$ cat src/hdl/lcpe_pkg.sv
// Shared types and constants of the LED chain pulse encoder.
`timescale 1ns / 1ps
package lcpe_pkg;

  typedef enum logic [1:0] {
    ACT_WRITE = 2'd0,
    ACT_START = 2'd1,
    ACT_TICK  = 2'd2
  } action_e;

  typedef enum logic {
    OP_WRITE = 1'b0,
    OP_TICK  = 1'b1
  } op_e;

  localparam logic [7:0] REG_HIGH_DUTY     = 8'd0;
  localparam logic [7:0] REG_LOW_DUTY      = 8'd1;
  localparam logic [7:0] REG_RESET_SLOTS   = 8'd2;
  localparam logic [7:0] REG_PIXELS_IN_USE = 8'd3;

  localparam logic [7:0] HIGH_DUTY_RST     = 8'd13;
  localparam logic [7:0] LOW_DUTY_RST      = 8'd6;
  localparam logic [7:0] RESET_SLOTS_RST   = 8'd40;
  localparam logic [3:0] PIXELS_IN_USE_RST = 4'd7;

  localparam int unsigned SlotsPerPixel = 24;
  localparam int unsigned PixelBits     = 24;

  typedef struct packed {
    op_e         op;
    logic        bank;
    logic        rd_valid;
    logic [1:0]  byte_sel;
    logic [2:0]  bit_sel;
    logic        is_data;
    logic        last;
    logic [7:0]  hi;
    logic [7:0]  lo;
    logic [23:0] wdata;
  } entry_t;

endpackage

$ cat src/hdl/rgb_led_chain_pulse_encoder_unit.sv
// Top level of the LED chain pulse encoder: front end, queue and back end.
//
//   port group  | dir | beat contents
//   s_axis      | in  | tdata: pixel_index, red, green, blue; tuser: action
//   m_axis      | out | tdata: duty; tlast: last slot of the frame
//   cfg         | in  | cfg_index_i selects register, cfg_data_i holds value
//
// One input beat is taken every cycle while the four-entry queue has room.
// A tick passes from its beat through the queue, the bank read and then the output register to m_axis.
// Output back-pressure stalls the back end only; the front keeps filling the queue.
// Reset clears control state and the per-pixel valid bits of both banks; no clearing pass.
`timescale 1ns / 1ps
module rgb_led_chain_pulse_encoder_unit #(
  parameter int unsigned MAX_PIXELS = 8
) (
  input  logic        clk_i,
  input  logic        rst_ni,
  input  logic        s_axis_tvalid,
  output logic        s_axis_tready,
  input  logic [31:0] s_axis_tdata,   // pixel_index, red, green, blue
  input  logic [1:0]  s_axis_tuser,   // action
  output logic        m_axis_tvalid,
  input  logic        m_axis_tready,
  output logic [7:0]  m_axis_tdata,   // duty
  output logic        m_axis_tlast,
  input  logic        cfg_valid_i,
  output logic        cfg_ready_o,
  input  logic [7:0]  cfg_index_i,
  input  logic [7:0]  cfg_data_i
);

  localparam int unsigned AW = (MAX_PIXELS > 1) ? $clog2(MAX_PIXELS) : 1;
  localparam int unsigned QW = AW + $bits(lcpe_pkg::entry_t);

  logic             accept, push, pop, full, empty;
  lcpe_pkg::entry_t f_entry, b_entry;
  logic [AW-1:0]    f_addr, b_addr;
  logic [QW-1:0]    q_rdata;

  assign s_axis_tready = !full;
  assign accept        = s_axis_tvalid && s_axis_tready;
  assign cfg_ready_o   = 1'b1;

  lcpe_front #(
    .MAX_PIXELS (MAX_PIXELS)
  ) u_front (
    .clk_i         (clk_i),
    .rst_ni        (rst_ni),
    .cfg_accept_i  (cfg_valid_i && cfg_ready_o),
    .cfg_index_i   (cfg_index_i),
    .cfg_data_i    (cfg_data_i),
    .accept_i      (accept),
    .action_i      (lcpe_pkg::action_e'(s_axis_tuser)),
    .pixel_index_i (s_axis_tdata[7:0]),
    .red_i         (s_axis_tdata[15:8]),
    .green_i       (s_axis_tdata[23:16]),
    .blue_i        (s_axis_tdata[31:24]),
    .push_o        (push),
    .entry_o       (f_entry),
    .addr_o        (f_addr)
  );

  lcpe_queue #(
    .WIDTH (QW)
  ) u_queue (
    .clk_i   (clk_i),
    .rst_ni  (rst_ni),
    .push_i  (push),
    .wdata_i ({f_addr, f_entry}),
    .pop_i   (pop),
    .rdata_o (q_rdata),
    .full_o  (full),
    .empty_o (empty)
  );

  assign b_addr  = q_rdata[QW-1 -: AW];
  assign b_entry = lcpe_pkg::entry_t'(q_rdata[$bits(lcpe_pkg::entry_t)-1:0]);

  lcpe_back #(
    .MAX_PIXELS (MAX_PIXELS)
  ) u_back (
    .clk_i       (clk_i),
    .rst_ni      (rst_ni),
    .empty_i     (empty),
    .entry_i     (b_entry),
    .addr_i      (b_addr),
    .pop_o       (pop),
    .out_ready_i (m_axis_tready),
    .out_valid_o (m_axis_tvalid),
    .duty_o      (m_axis_tdata),
    .last_o      (m_axis_tlast)
  );

endmodule

$ cat src/hdl/lcpe_ram.sv
// Generic single-write, single-read RAM with registered read data.
`timescale 1ns / 1ps
module lcpe_ram #(
  parameter int unsigned WIDTH = 24,
  parameter int unsigned DEPTH = 8,
  localparam int unsigned AW = (DEPTH > 1) ? $clog2(DEPTH) : 1
) (
  input  logic             clk_i,
  input  logic             we_i,
  input  logic [AW-1:0]    waddr_i,
  input  logic [WIDTH-1:0] wdata_i,
  input  logic             re_i,
  input  logic [AW-1:0]    raddr_i,
  output logic [WIDTH-1:0] rdata_o
);

  logic [WIDTH-1:0] mem_q [DEPTH];
  logic [WIDTH-1:0] rdata_q;

  always_ff @(posedge clk_i) begin
    if (we_i) begin
      mem_q[waddr_i] <= wdata_i;
    end
    if (re_i) begin
      rdata_q <= mem_q[raddr_i];
    end
  end

  assign rdata_o = rdata_q;

endmodule

$ cat src/hdl/lcpe_queue.sv
// Four-entry first-in first-out queue between front and back.
`timescale 1ns / 1ps
module lcpe_queue #(
  parameter int unsigned WIDTH = 8
) (
  input  logic             clk_i,
  input  logic             rst_ni,
  input  logic             push_i,
  input  logic [WIDTH-1:0] wdata_i,
  input  logic             pop_i,
  output logic [WIDTH-1:0] rdata_o,
  output logic             full_o,
  output logic             empty_o
);

  logic [WIDTH-1:0] slot_q [4];
  logic [1:0]       wr_q, wr_d;
  logic [1:0]       rd_q, rd_d;
  logic [2:0]       cnt_q, cnt_d;

  always_comb begin
    wr_d  = wr_q;
    rd_d  = rd_q;
    cnt_d = cnt_q;
    if (push_i) begin
      wr_d = wr_q + 2'd1;
    end
    if (pop_i) begin
      rd_d = rd_q + 2'd1;
    end
    if (push_i && !pop_i) begin
      cnt_d = cnt_q + 3'd1;
    end else if (pop_i && !push_i) begin
      cnt_d = cnt_q - 3'd1;
    end
  end

  always_ff @(posedge clk_i or negedge rst_ni) begin
    if (!rst_ni) begin
      wr_q  <= 2'd0;
      rd_q  <= 2'd0;
      cnt_q <= 3'd0;
    end else begin
      wr_q  <= wr_d;
      rd_q  <= rd_d;
      cnt_q <= cnt_d;
    end
  end

  always_ff @(posedge clk_i) begin
    if (push_i) begin
      slot_q[wr_q] <= wdata_i;
    end
  end

  assign rdata_o = slot_q[rd_q];
  assign full_o  = (cnt_q == 3'd4);
  assign empty_o = (cnt_q == 3'd0);

endmodule

$ cat src/hdl/lcpe_front.sv
// Front end: configuration, item classification, frame sequencing and bank bookkeeping.
`timescale 1ns / 1ps
module lcpe_front #(
  parameter int unsigned MAX_PIXELS = 8,
  localparam int unsigned AW = (MAX_PIXELS > 1) ? $clog2(MAX_PIXELS) : 1,
  localparam int unsigned CW = $clog2(MAX_PIXELS + 1),
  localparam int unsigned SW = $clog2(MAX_PIXELS * 24 + 256)
) (
  input  logic                  clk_i,
  input  logic                  rst_ni,
  input  logic                  cfg_accept_i,
  input  logic [7:0]            cfg_index_i,
  input  logic [7:0]            cfg_data_i,
  input  logic                  accept_i,
  input  lcpe_pkg::action_e     action_i,
  input  logic [7:0]            pixel_index_i,
  input  logic [7:0]            red_i,
  input  logic [7:0]            green_i,
  input  logic [7:0]            blue_i,
  output logic                  push_o,
  output lcpe_pkg::entry_t      entry_o,
  output logic [AW-1:0]         addr_o
);

  logic [7:0]            hi_q, lo_q, rs_q;
  logic [3:0]            piu_q;
  logic                  run_q;
  logic [SW-1:0]         slot_q, data_q, total_q;
  logic [7:0]            lat_hi_q, lat_lo_q;
  logic [2:0]            bit_q;
  logic [1:0]            byte_q;
  logic [AW-1:0]         pix_q;
  logic [MAX_PIXELS-1:0] cur_q, fr_q, vld0_q, vld1_q;

  logic [CW-1:0]         count;
  logic [SW-1:0]         data_slots, total_slots;
  logic                  idx_ok, last;
  logic [AW-1:0]         waddr;
  logic                  do_write, do_start, do_tick;

  always_comb begin
    if (32'(piu_q) > MAX_PIXELS) begin
      count = CW'(MAX_PIXELS);
    end else begin
      count = CW'(piu_q);
    end
  end

  assign data_slots  = SW'(count) * SW'(lcpe_pkg::SlotsPerPixel);
  assign total_slots = data_slots + SW'(rs_q);
  assign idx_ok      = 32'(pixel_index_i) < 32'(count);
  assign waddr       = AW'(pixel_index_i);
  assign last        = (slot_q + SW'(1)) >= total_q;

  always_comb begin
    do_write = 1'b0;
    do_start = 1'b0;
    do_tick  = 1'b0;
    case (action_i)
      lcpe_pkg::ACT_WRITE: begin
        do_write = accept_i && idx_ok;
      end
      lcpe_pkg::ACT_START: begin
        do_start = accept_i && !run_q && (total_slots != '0);
      end
      lcpe_pkg::ACT_TICK: begin
        do_tick = accept_i && run_q;
      end
      default: begin
      end
    endcase
  end

  always_comb begin
    entry_o          = '0;
    entry_o.wdata    = {blue_i, red_i, green_i};
    entry_o.hi       = lat_hi_q;
    entry_o.lo       = lat_lo_q;
    entry_o.is_data  = slot_q < data_q;
    entry_o.last     = last;
    entry_o.bit_sel  = bit_q;
    entry_o.byte_sel = byte_q;
    if (do_tick) begin
      entry_o.op       = lcpe_pkg::OP_TICK;
      entry_o.bank     = fr_q[pix_q];
      entry_o.rd_valid = fr_q[pix_q] ? vld1_q[pix_q] : vld0_q[pix_q];
      addr_o           = pix_q;
    end else begin
      entry_o.op       = lcpe_pkg::OP_WRITE;
      entry_o.bank     = ~fr_q[waddr];
      entry_o.rd_valid = 1'b0;
      addr_o           = waddr;
    end
  end

  assign push_o = do_write || do_tick;

  always_ff @(posedge clk_i or negedge rst_ni) begin
    if (!rst_ni) begin
      hi_q  <= lcpe_pkg::HIGH_DUTY_RST;
      lo_q  <= lcpe_pkg::LOW_DUTY_RST;
      rs_q  <= lcpe_pkg::RESET_SLOTS_RST;
      piu_q <= lcpe_pkg::PIXELS_IN_USE_RST;
    end else if (cfg_accept_i) begin
      case (cfg_index_i)
        lcpe_pkg::REG_HIGH_DUTY:     hi_q  <= cfg_data_i;
        lcpe_pkg::REG_LOW_DUTY:      lo_q  <= cfg_data_i;
        lcpe_pkg::REG_RESET_SLOTS:   rs_q  <= cfg_data_i;
        lcpe_pkg::REG_PIXELS_IN_USE: piu_q <= cfg_data_i[3:0];
        default: begin
        end
      endcase
    end
  end

  always_ff @(posedge clk_i or negedge rst_ni) begin
    if (!rst_ni) begin
      run_q    <= 1'b0;
      slot_q   <= '0;
      data_q   <= '0;
      total_q  <= '0;
      lat_hi_q <= 8'd0;
      lat_lo_q <= 8'd0;
      bit_q    <= 3'd0;
      byte_q   <= 2'd0;
      pix_q    <= '0;
      cur_q    <= '0;
      fr_q     <= '0;
      vld0_q   <= '0;
      vld1_q   <= '0;
    end else begin
      if (do_write) begin
        cur_q[waddr] <= ~fr_q[waddr];
        if (fr_q[waddr]) begin
          vld0_q[waddr] <= 1'b1;
        end else begin
          vld1_q[waddr] <= 1'b1;
        end
      end
      if (do_start) begin
        run_q    <= 1'b1;
        slot_q   <= '0;
        data_q   <= data_slots;
        total_q  <= total_slots;
        lat_hi_q <= hi_q;
        lat_lo_q <= lo_q;
        bit_q    <= 3'd0;
        byte_q   <= 2'd0;
        pix_q    <= '0;
        fr_q     <= cur_q;
      end
      if (do_tick) begin
        if (last) begin
          run_q  <= 1'b0;
          slot_q <= '0;
        end else begin
          slot_q <= slot_q + SW'(1);
          if (bit_q == 3'd7) begin
            bit_q <= 3'd0;
            if (byte_q == 2'd2) begin
              byte_q <= 2'd0;
              pix_q  <= pix_q + AW'(1);
            end else begin
              byte_q <= byte_q + 2'd1;
            end
          end else begin
            bit_q <= bit_q + 3'd1;
          end
        end
      end
    end
  end

endmodule

$ cat src/hdl/lcpe_back.sv
// Back end: pixel banks, bit selection and the output register.
`timescale 1ns / 1ps
module lcpe_back #(
  parameter int unsigned MAX_PIXELS = 8,
  localparam int unsigned AW = (MAX_PIXELS > 1) ? $clog2(MAX_PIXELS) : 1
) (
  input  logic             clk_i,
  input  logic             rst_ni,
  input  logic             empty_i,
  input  lcpe_pkg::entry_t entry_i,
  input  logic [AW-1:0]    addr_i,
  output logic             pop_o,
  input  logic             out_ready_i,
  output logic             out_valid_o,
  output logic [7:0]       duty_o,
  output logic             last_o
);

  logic             s1_valid_q;
  lcpe_pkg::entry_t s1_q;
  logic             out_valid_q;
  logic [7:0]       duty_q;
  logic             last_q;

  logic             out_free, s1_free, tick_pop;
  logic             we0, we1;
  logic [lcpe_pkg::PixelBits-1:0] rdata0, rdata1, word;
  logic [7:0]       byte_v, duty_c;
  logic             bit_v;

  assign out_free = !out_valid_q || out_ready_i;
  assign s1_free  = !s1_valid_q || out_free;
  assign pop_o    = !empty_i && s1_free;
  assign tick_pop = pop_o && (entry_i.op == lcpe_pkg::OP_TICK);
  assign we0      = pop_o && (entry_i.op == lcpe_pkg::OP_WRITE) && !entry_i.bank;
  assign we1      = pop_o && (entry_i.op == lcpe_pkg::OP_WRITE) && entry_i.bank;

  lcpe_ram #(
    .WIDTH (lcpe_pkg::PixelBits),
    .DEPTH (MAX_PIXELS)
  ) u_bank0 (
    .clk_i   (clk_i),
    .we_i    (we0),
    .waddr_i (addr_i),
    .wdata_i (entry_i.wdata),
    .re_i    (tick_pop),
    .raddr_i (addr_i),
    .rdata_o (rdata0)
  );

  lcpe_ram #(
    .WIDTH (lcpe_pkg::PixelBits),
    .DEPTH (MAX_PIXELS)
  ) u_bank1 (
    .clk_i   (clk_i),
    .we_i    (we1),
    .waddr_i (addr_i),
    .wdata_i (entry_i.wdata),
    .re_i    (tick_pop),
    .raddr_i (addr_i),
    .rdata_o (rdata1)
  );

  assign word = s1_q.bank ? rdata1 : rdata0;

  always_comb begin
    case (s1_q.byte_sel)
      2'd0:    byte_v = word[7:0];
      2'd1:    byte_v = word[15:8];
      2'd2:    byte_v = word[23:16];
      default: byte_v = 8'd0;
    endcase
    bit_v = s1_q.rd_valid && byte_v[3'd7 - s1_q.bit_sel];
    if (!s1_q.is_data) begin
      duty_c = 8'd0;
    end else if (bit_v) begin
      duty_c = s1_q.hi;
    end else begin
      duty_c = s1_q.lo;
    end
  end

  always_ff @(posedge clk_i or negedge rst_ni) begin
    if (!rst_ni) begin
      s1_valid_q  <= 1'b0;
      out_valid_q <= 1'b0;
    end else begin
      if (s1_free) begin
        s1_valid_q <= tick_pop;
      end
      if (out_free) begin
        out_valid_q <= s1_valid_q;
      end
    end
  end

  always_ff @(posedge clk_i) begin
    if (tick_pop) begin
      s1_q <= entry_i;
    end
    if (out_free && s1_valid_q) begin
      duty_q <= duty_c;
      last_q <= s1_q.last;
    end
  end

  assign out_valid_o = out_valid_q;
  assign duty_o      = duty_q;
  assign last_o      = last_q;

endmodule
$ cat config.mk
export PLATFORM = sky130hd
export DESIGN_NAME = rgb_led_chain_pulse_encoder_unit
export DESIGN_NICKNAME = d
export VERILOG_FILES = /design/src/hdl/lcpe_pkg.sv /design/src/hdl/rgb_led_chain_pulse_encoder_unit.sv /design/src/hdl/lcpe_ram.sv /design/src/hdl/lcpe_queue.sv /design/src/hdl/lcpe_front.sv /design/src/hdl/lcpe_back.sv
export SDC_FILE = /design/constraint.sdc
export NUM_CORES = 1
export LEC_CHECK = 0
export CORE_UTILIZATION = 57
export CTS_CLUSTER_SIZE = 25
export DETAILED_ROUTE_END_ITERATION = 6
export DONT_BUFFER_PORTS = 1
export PLACE_DENSITY = 0.72
export SYNTH_ARGS = -nofsm -noshare
export SYNTH_HDL_FRONTEND = slang
export SYNTH_SLANG_ARGS = --single-unit
export TNS_END_PERCENT = 5
$ cat constraint.sdc
create_clock -name clk_i -period 14.1 [get_ports clk_i]
set_input_delay 0.705 -clock clk_i [delete_from_list [all_inputs] [get_ports clk_i]]
set_output_delay 0.705 -clock clk_i [all_outputs]
set_load 0.1 [all_outputs]
==> results.sh, run 1 <==
export IMPL_synth_edf_count=678
export IMPL_syn_inst=1814
export IMPL_row_count=85
export IMPL_dr_pass1_iters=7
export IMPL_clockRootBuffer="clkbuf_16"
export IMPL_p_per_area_nw_per_um2=211
export IMPL_fin_area_um2=34500
export IMPL_finalHoldViolCount=0
export IMPL_skew_ns=0.0399
export IMPL_crit_required_ns=14.41
export IMPL_coreArea_um2=53900
export IMPL_grt_use_met2_pct=40.5
export IMPL_path_max_fanout=44
export IMPL_syn_area_um2=31200
export IMPL_nets=1943
export IMPL_die_height_um=236
export IMPL_cp_top_family="simple AND/OR/NAND/NOR gates"
export IMPL_dpl_cell_area_um2=32000
export IMPL_via_count=16500
export IMPL_numCtsBuffers=79
export IMPL_antenna_found_initial=0
export IMPL_cts_tree="done"
export IMPL_synth_fp_nets=1905
export IMPL_rsz0062_at_grt="false"
export IMPL_dp_slack_ns=9.28
export IMPL_start_util_pct=57.8
export IMPL_cts_setup_buffers=0
export IMPL_crit_top_cell="buf_4"
export IMPL_grt_usage_pct=25.2
export IMPL_wirelength_um=68600
export IMPL_grt_pass1_vias=16800
export IMPL_grt_use_met1_pct=34.7
export IMPL_htree_num_levels=3
export IMPL_dp_hpwl_um=40100
export IMPL_setup_tns_ns=0
export IMPL_avgRoutedWirePerCell_um=26.3
export IMPL_leakage_nw=12.4
export IMPL_yosysSeqAreaShare_pct=74.9
export IMPL_cp_num_buf_inv=2
export IMPL_drive_gt1_share_pct=17.7
export IMPL_path_class="flop to flop"
export IMPL_clock_sinks=796
export IMPL_fin_crit_ns=4.84
export IMPL_place_inst=2466
export IMPL_via_per_inst=6.30
export IMPL_gr_total_overflow=0
export IMPL_ir_drop_mv=0.0994
export IMPL_crit_arrival_ns=5.15
export IMPL_grt_busiest_layer="met2"
export IMPL_syn_mean_instance_area_um2=17.2
export IMPL_start_kind="flop"
export IMPL_yosys_warnings=0
export IMPL_place_congestion=0.868
export IMPL_grt_pass1_wl_um=103000
export IMPL_die_w_um=236
export IMPL_antenna_cells=0
export IMPL_slowest_delay_ns=1.01
export IMPL_max_freq_mhz=207
export IMPL_portBuffers=0
export IMPL_die_area_um2=55600
export IMPL_violations="design-rule violations"
export IMPL_synth_seq_cells=796
export IMPL_setup_viol=0
export IMPL_slowest_stage="nor2_1"
export IMPL_io_pins=67
export IMPL_crit_path_end_kind="flop"
export IMPL_synth_cell_type_count=67
export IMPL_met3_usage_pct=4.79
export IMPL_insertion_delay_ns=0.62
export IMPL_grt_max_degree=119
export IMPL_worst_pin_slew_ns=1.21
export IMPL_hold_path_class="input pin to async pin"
export IMPL_area_growth_pct=10.9
export IMPL_fillers=3621
export IMPL_path_cells="buf_4 > mux2i_1 > mux2_2 > nor2_1 > nand2_1 > nor2_2 > buf_4"
export IMPL_antenna_left=0
export IMPL_postSynth_asyncResetShare_pct=14.8
export IMPL_drc_errors=4
export IMPL_dr_first_iter_drc_count=1886
export IMPL_fin_cells=2611
export IMPL_synth_ff_type="edfxtp_1"
export IMPL_cts_buffer_depth=3
export IMPL_run_status="finished, violations left"
export IMPL_setup_slack_ns=9.26
export IMPL_drv_slew=0
export IMPL_fin_crit_sh_pct=34.3
export IMPL_clk_pin_slew_worst_paths_ns=0.06
export IMPL_relSlewSlack_pct=19.1
export IMPL_maxCapViolCount=0
==> through the flow <==
| stage | power (mW) | util [%] | hold WS (ns) |
|---|---|---|---|
| floorplan | 4.63 | - | 0.400 |
| global placement | 5.25 | 59.4 | 0.414 |
| detailed placement | 5.30 | 59.4 | 0.413 |
| CTS | 7.32 | 64.1 | 0.0682 |
| global route | 7.57 | 64.1 | 0.0936 |
| finish | 7.29 | 64.1 | 0.0592 |
==> final timing paths <==
path                              startpoint                         end  slack [ns]  cells past startpoint
max                          u_queue.rd_q[1]  u_back.u_bank0.mem_q[4][3]        9.26                      7
min                                   rst_ni           u_front.slot_q[5]        0.06                      1
max reg2reg                  u_queue.rd_q[1]  u_back.u_bank0.mem_q[4][3]        9.26                      7
min reg2reg                u_front.vld0_q[0]           u_front.vld0_q[0]        0.46                      1
max in group asynchronous             rst_ni            u_front.piu_q[1]       13.61                      1
min in group clk_i          s_axis_tdata[24]       u_queue.slot_q[2][16]        0.19                      0
==> state kept, by name (all words and copies together), names as in the netlist, 8 cells and up <==
register,cells
u_back.duty_o,8
u_front.rs_q,8
u_queue.slot_q,212
u_back.u_bank1.rdata_o,24
u_back.u_bank0.mem_q,192
u_front.vld0_q,8
u_front.hi_q,8
u_front.lat_lo_q,8
u_front.total_q,9
u_back.u_bank0.rdata_o,24
u_front.fr_q,8
u_front.vld1_q,8
u_front.lat_hi_q,8
u_back.s1_q,25
u_front.slot_q,9
u_back.u_bank1.mem_q,192
u_front.lo_q,8
u_front.cur_q,8
==> power by group <==
part	leakage, nW	switching [mW]	internal (mW)
Combinational	3.34	1.24	0.592
Sequential	7.80	0.287	3.16
Clock	1.21	0.861	1.15
==> placed cells by master (no fill, tap or decap), types with 17 or more instances in the layout <==
cell type	count
edfxtp_1	678
nand2_1	235
dfrtp_1	106
mux4_2	86
clkbuf_16	79
o21ai_0	57
nor2_1	48
a221oi_1	47
mux2_2	42
mux2i_1	40
buf_4	38
a21oi_1	37
a22oi_1	34
ha_1	33
inv_1	32
mux2_1	32
nand3_1	23
nor2_2	20
a21o_1	18
clkinv_2	18
clkinv_1	17
==> per-layer routing <==
metal  vias to the layer above  share of wire (%)
met2                       810                 49
met3                       134                8.7
met5                         -                  0
met1                      8379                 40
met4                         0                2.9
li1                       7131                  -
==> cell type report <==
| type | instances | area [um^2] | share of cell area [%] |
|---|---|---|---|
| Timing Repair Buffer | 39 | 313 | 0.905 |
| Clock inverter | 48 | 384 | 1.11 |
| Tap cell | 696 | 871 | 2.52 |
| Clock buffer | 96 | 2090 | 6.05 |
| Sequential cell | 796 | 23300 | 67.5 |
| Inverter | 34 | 129 | 0.373 |
| Multi-Input combinational cell | 902 | 7430 | 21.5 |
==> cells in the mapped netlist, types with 27 or more instances <==
cell type | number | area share, %
a21oi_1 | 37 | 0.59
a221oi_1 | 47 | 1.3
a22oi_1 | 34 | 0.82
buf_2 | 27 | 0.43
clkbuf_1 | 30 | 0.36
dfrtp_1 | 108 | 8.7
edfxtp_1 | 678 | 65
ha_1 | 33 | 1.3
inv_1 | 33 | 0.40
mux2_1 | 32 | 1.2
mux2_2 | 42 | 1.5
mux2i_1 | 41 | 1.3
mux4_2 | 87 | 6.3
nand2_1 | 235 | 2.8
nor2_1 | 67 | 0.81
o21ai_0 | 57 | 0.92
==> logic make-up (layout without fill, tap and decap cells) <==
family	count (synthesis)	after routing	synth area share, %
AOI/OAI and AO/OA	251	251	5.65
xor gates and xnor gates	14	14	0.394
adders and majority gates	36	36	1.52
buffers and inverters	116	217	1.70
DFF	796	796	74.9
muxes	203	203	10.3
other	1	1	0.0120
and+or+nand+nor	397	397	5.55
==> what timing repair did <==
action,4_1_cts,5_1_grt
endpoints found under the hold margin,118,0
hold buffers,1,0
gates resized for setup,0,0
Note: power is estimated with default switching activity, not from simulation.
==> inputs of run 2 (changes only) <==
Settings changed: ABC_AREA set to 1, PLACE_DENSITY 0.72 to 0.75.
Clock period 14.1 ns to 3.95 ns, I/O delays scaled along.
==> results.sh, run 2 <==
export IMPL_grt_max_degree=119
export IMPL_die_w_um=239
export IMPL_seqPwrFrac_pct=44.6
export IMPL_relSlewSlack_pct=15.3
export IMPL_ir_drop_mv=0.618
export IMPL_switching_share_pct=35.9
export IMPL_slowest_delay_ns=0.46
export IMPL_fin_crit_ns=3.60
export IMPL_path_max_fanout=23
export IMPL_maxCapViolCount=0
export IMPL_numCtsBuffers=77
export IMPL_r2r_start="u_front.piu_q[3]"
export IMPL_synth_cell_type_count=60
export IMPL_clkPwrFrac_pct=25.6
export IMPL_grt_pass1_vias=20300
export IMPL_drc_errors=0
export IMPL_max_freq_mhz=278
export IMPL_start_util_pct=57.8
export IMPL_fin_area_um2=36200
export IMPL_avgRoutedWirePerCell_um=21.4
export IMPL_synth_fp_nets=2646
export IMPL_grt_usage_pct=26.5
export IMPL_yosys_warnings=0
export IMPL_nets=2748
export IMPL_fin_crit_sh_pct=91.0
export IMPL_crit_top_cell="nand2_1"
export IMPL_dr_wl_met2_um=35800
export IMPL_wirelength_um=74300
export IMPL_cp_num_buf_inv=4
export IMPL_slowest_stage="fa_1"
export IMPL_drv_slew=0
export IMPL_leakage_nw=14.0
export IMPL_skew_ns=0.0278
export IMPL_fin_cells=3468
export IMPL_syn_area_um2=32000
export IMPL_top_regs="u_queue.slot_q x212, u_back.u_bank0.mem_q x192, u_back.u_bank1.mem_q x192"
export IMPL_syn_inst=2555
export IMPL_portBuffers=0
export IMPL_coreArea_um2=55300
export IMPL_largest_reg_flops=212
export IMPL_row_count=86
export IMPL_clock_sinks=796
export IMPL_wl_met3_um=7120
export IMPL_postSynth_asyncResetShare_pct=14.8
export IMPL_setup_viol=0
export IMPL_antenna_left=0
export IMPL_dp_hpwl_um=44000
export IMPL_yosysSeqAreaShare_pct=72.9
export IMPL_hp_start="s_axis_tdata[2]"
export IMPL_place_inst=3278
export IMPL_synth_area_leaders="edfxtp_1, dfrtp_1, nand2_1, inv_1, o21ai_0"
export IMPL_cts_resized=0
export IMPL_finalHoldViolCount=0
export IMPL_grt_pass1_wl_um=114000
export IMPL_top_layer="met4"
export IMPL_final_common_cell="edfxtp_1"
export IMPL_drive_gt1_share_pct=10.3
export IMPL_cp_top_family="simple AND/OR/NAND/NOR gates"
export IMPL_yosysMostFrequentCell="edfxtp_1"
export IMPL_cts_tree="done"
export IMPL_run_status="finished clean"
export IMPL_utilization_pct=65.4
export IMPL_area_growth_pct=13.1
export IMPL_via_per_inst=5.87
export IMPL_p_sw_mw=10.3
export IMPL_path_class="flop to flop"
export IMPL_place_congestion=0.887
export IMPL_io_pins=67
export IMPL_wl_met1_um=29100
export IMPL_worst_pin_slew_ns=1.27
export IMPL_antenna_found_initial=0
export IMPL_crit_required_ns=4.50
export IMPL_antenna_cells=0
export IMPL_yosys_top_cells_count="edfxtp_1, nand2_1, inv_1"
export IMPL_cts_buffer_depth=3
export IMPL_p_per_area_nw_per_um2=789
export IMPL_dpl_cell_area_um2=33200
export IMPL_die_height_um=239
export IMPL_hold_worst_slack_ns=0.00643
export IMPL_synth_top_area_share_pct=63.6
export IMPL_htree_num_levels=3
export IMPL_power_internal_mw=18.3
export IMPL_hold_path_class="input pin to flop"
export IMPL_insertion_delay_ns=0.62
export IMPL_synth_seq_cells=796
export IMPL_syn_mean_instance_area_um2=12.5
export IMPL_die_area_um2=57100
export IMPL_largest_register="u_queue.slot_q"
export IMPL_clockRootBuffer="clkbuf_16"
export IMPL_clk_pin_slew_worst_paths_ns=0.06
export IMPL_start_kind="flop"
export IMPL_fillers=3827
export IMPL_synth_ff_type="edfxtp_1"
export IMPL_synth_edf_count=678
export IMPL_yosysTopAreaCell="edfxtp_1"
export IMPL_rsz0062_at_grt="false"
export IMPL_via_count=20400
export IMPL_dr_first_iter_drc_count=2118
export IMPL_p_comb_share_pct=29.7
export IMPL_crit_arrival_ns=4.15
export IMPL_startpoint="u_front.piu_q[3]"
export IMPL_dr_pass1_iters=6
export IMPL_crit_path_end_kind="flop"
export IMPL_path_cells="inv_1 > nand2_1 > inv_1 > ha_1 > fa_1 > xnor2_1 > ha_1 > nand2_1 > inv_1 > nand2_1 > nand3_1 > xor2_1 > nand4_2 > nand2_2 > buf_4 > nand2_1 > nand2_1"
export IMPL_final_cell_mix="edfxtp_1, nand2_1, inv_1, nor2_1, o21ai_0"
export IMPL_gr_total_overflow=0
-- run 2: metal layers --
layer,track usage [%],vias to the layer above
li1,-,9193
met4,10.7,0
met1,35.9,9947
met2,43.1,1056
met5,0,-
met3,4.47,154
-- run 2: layout make-up --
class | instances | area [um^2] | area share (%)
Tap cell | 748 | 936 | 2.59
Timing Repair Buffer | 137 | 1250 | 3.46
Clock inverter | 33 | 305 | 0.844
Sequential cell | 796 | 23300 | 64.5
Clock buffer | 109 | 2230 | 6.17
Inverter | 307 | 1160 | 3.21
Multi-Input combinational cell | 1338 | 6970 | 19.3
-- run 2: cells by family (layout without fill, tap and decap cells) --
logic type | Yosys count | after routing | synth area share [%]
DFF | 796 | 796 | 72.9
buffers and inverters | 421 | 586 | 5.61
muxes | 1 | 1 | 0.0352
and+or+nand+nor | 848 | 848 | 11.6
other | 1 | 1 | 0.0117
adders and majority gates | 36 | 36 | 1.48
xor gates and xnor gates | 18 | 18 | 0.493
AOI/OAI and AO/OA | 434 | 434 | 7.88
-- run 2: worst paths after layout --
check | to | slack (ns) | cells after the start
max | u_front.lat_lo_q[2] | 0.35 | 17
min | u_queue.slot_q[3][52] | 0.006 | 2
max reg2reg | u_front.lat_lo_q[2] | 0.35 | 17
min reg2reg | u_front.vld0_q[0] | 0.45 | 2
max in group asynchronous | u_queue.rd_q[0] | 3.19 | 2
min in group asynchronous | u_front.hi_q[1] | 0.21 | 2
-- run 2: metrics by stage --
stage | setup WS [ns] | power [mW] | setup TNS, ns
3_5_place_dp | 0.401 | 21.1 | 0
3_3_place_gp | 0.533 | 20.8 | 0
4_1_cts | 0.350 | 28.5 | 0
2_1_floorplan | -0.512 | 17.9 | -108.64
5_1_grt | 0.107 | 29.6 | 0
6_report | 0.355 | 28.5 | 0
-- run 2: power by group through the flow --
stage          Clock [mW]  Sequential, mW  Combinational [mW]
6_report             7.32            12.7                8.48
3_5_place_dp            0            12.9                8.21
4_1_cts              7.36            12.7                8.37
3_3_place_gp            0            12.8                7.95
5_1_grt              7.67            12.8                9.11
2_1_floorplan           0            12.7                5.29
-- run 2: worst register-to-register path, delay by kind of cell (launching register included) --
family	cells	cell delay, ns
AND/OR/NAND/NOR	8	1.03
flip-flops	1	0.43
adder cells (fa/ha/maj)	3	1.03
XOR/XNOR	2	0.51
buffers and inverters	4	0.55
-- run 2: timing repair --
action	in CTS	in global routing
hold endpoints to repair	288	0
hold buffers	48	0
buffers inserted	0	0
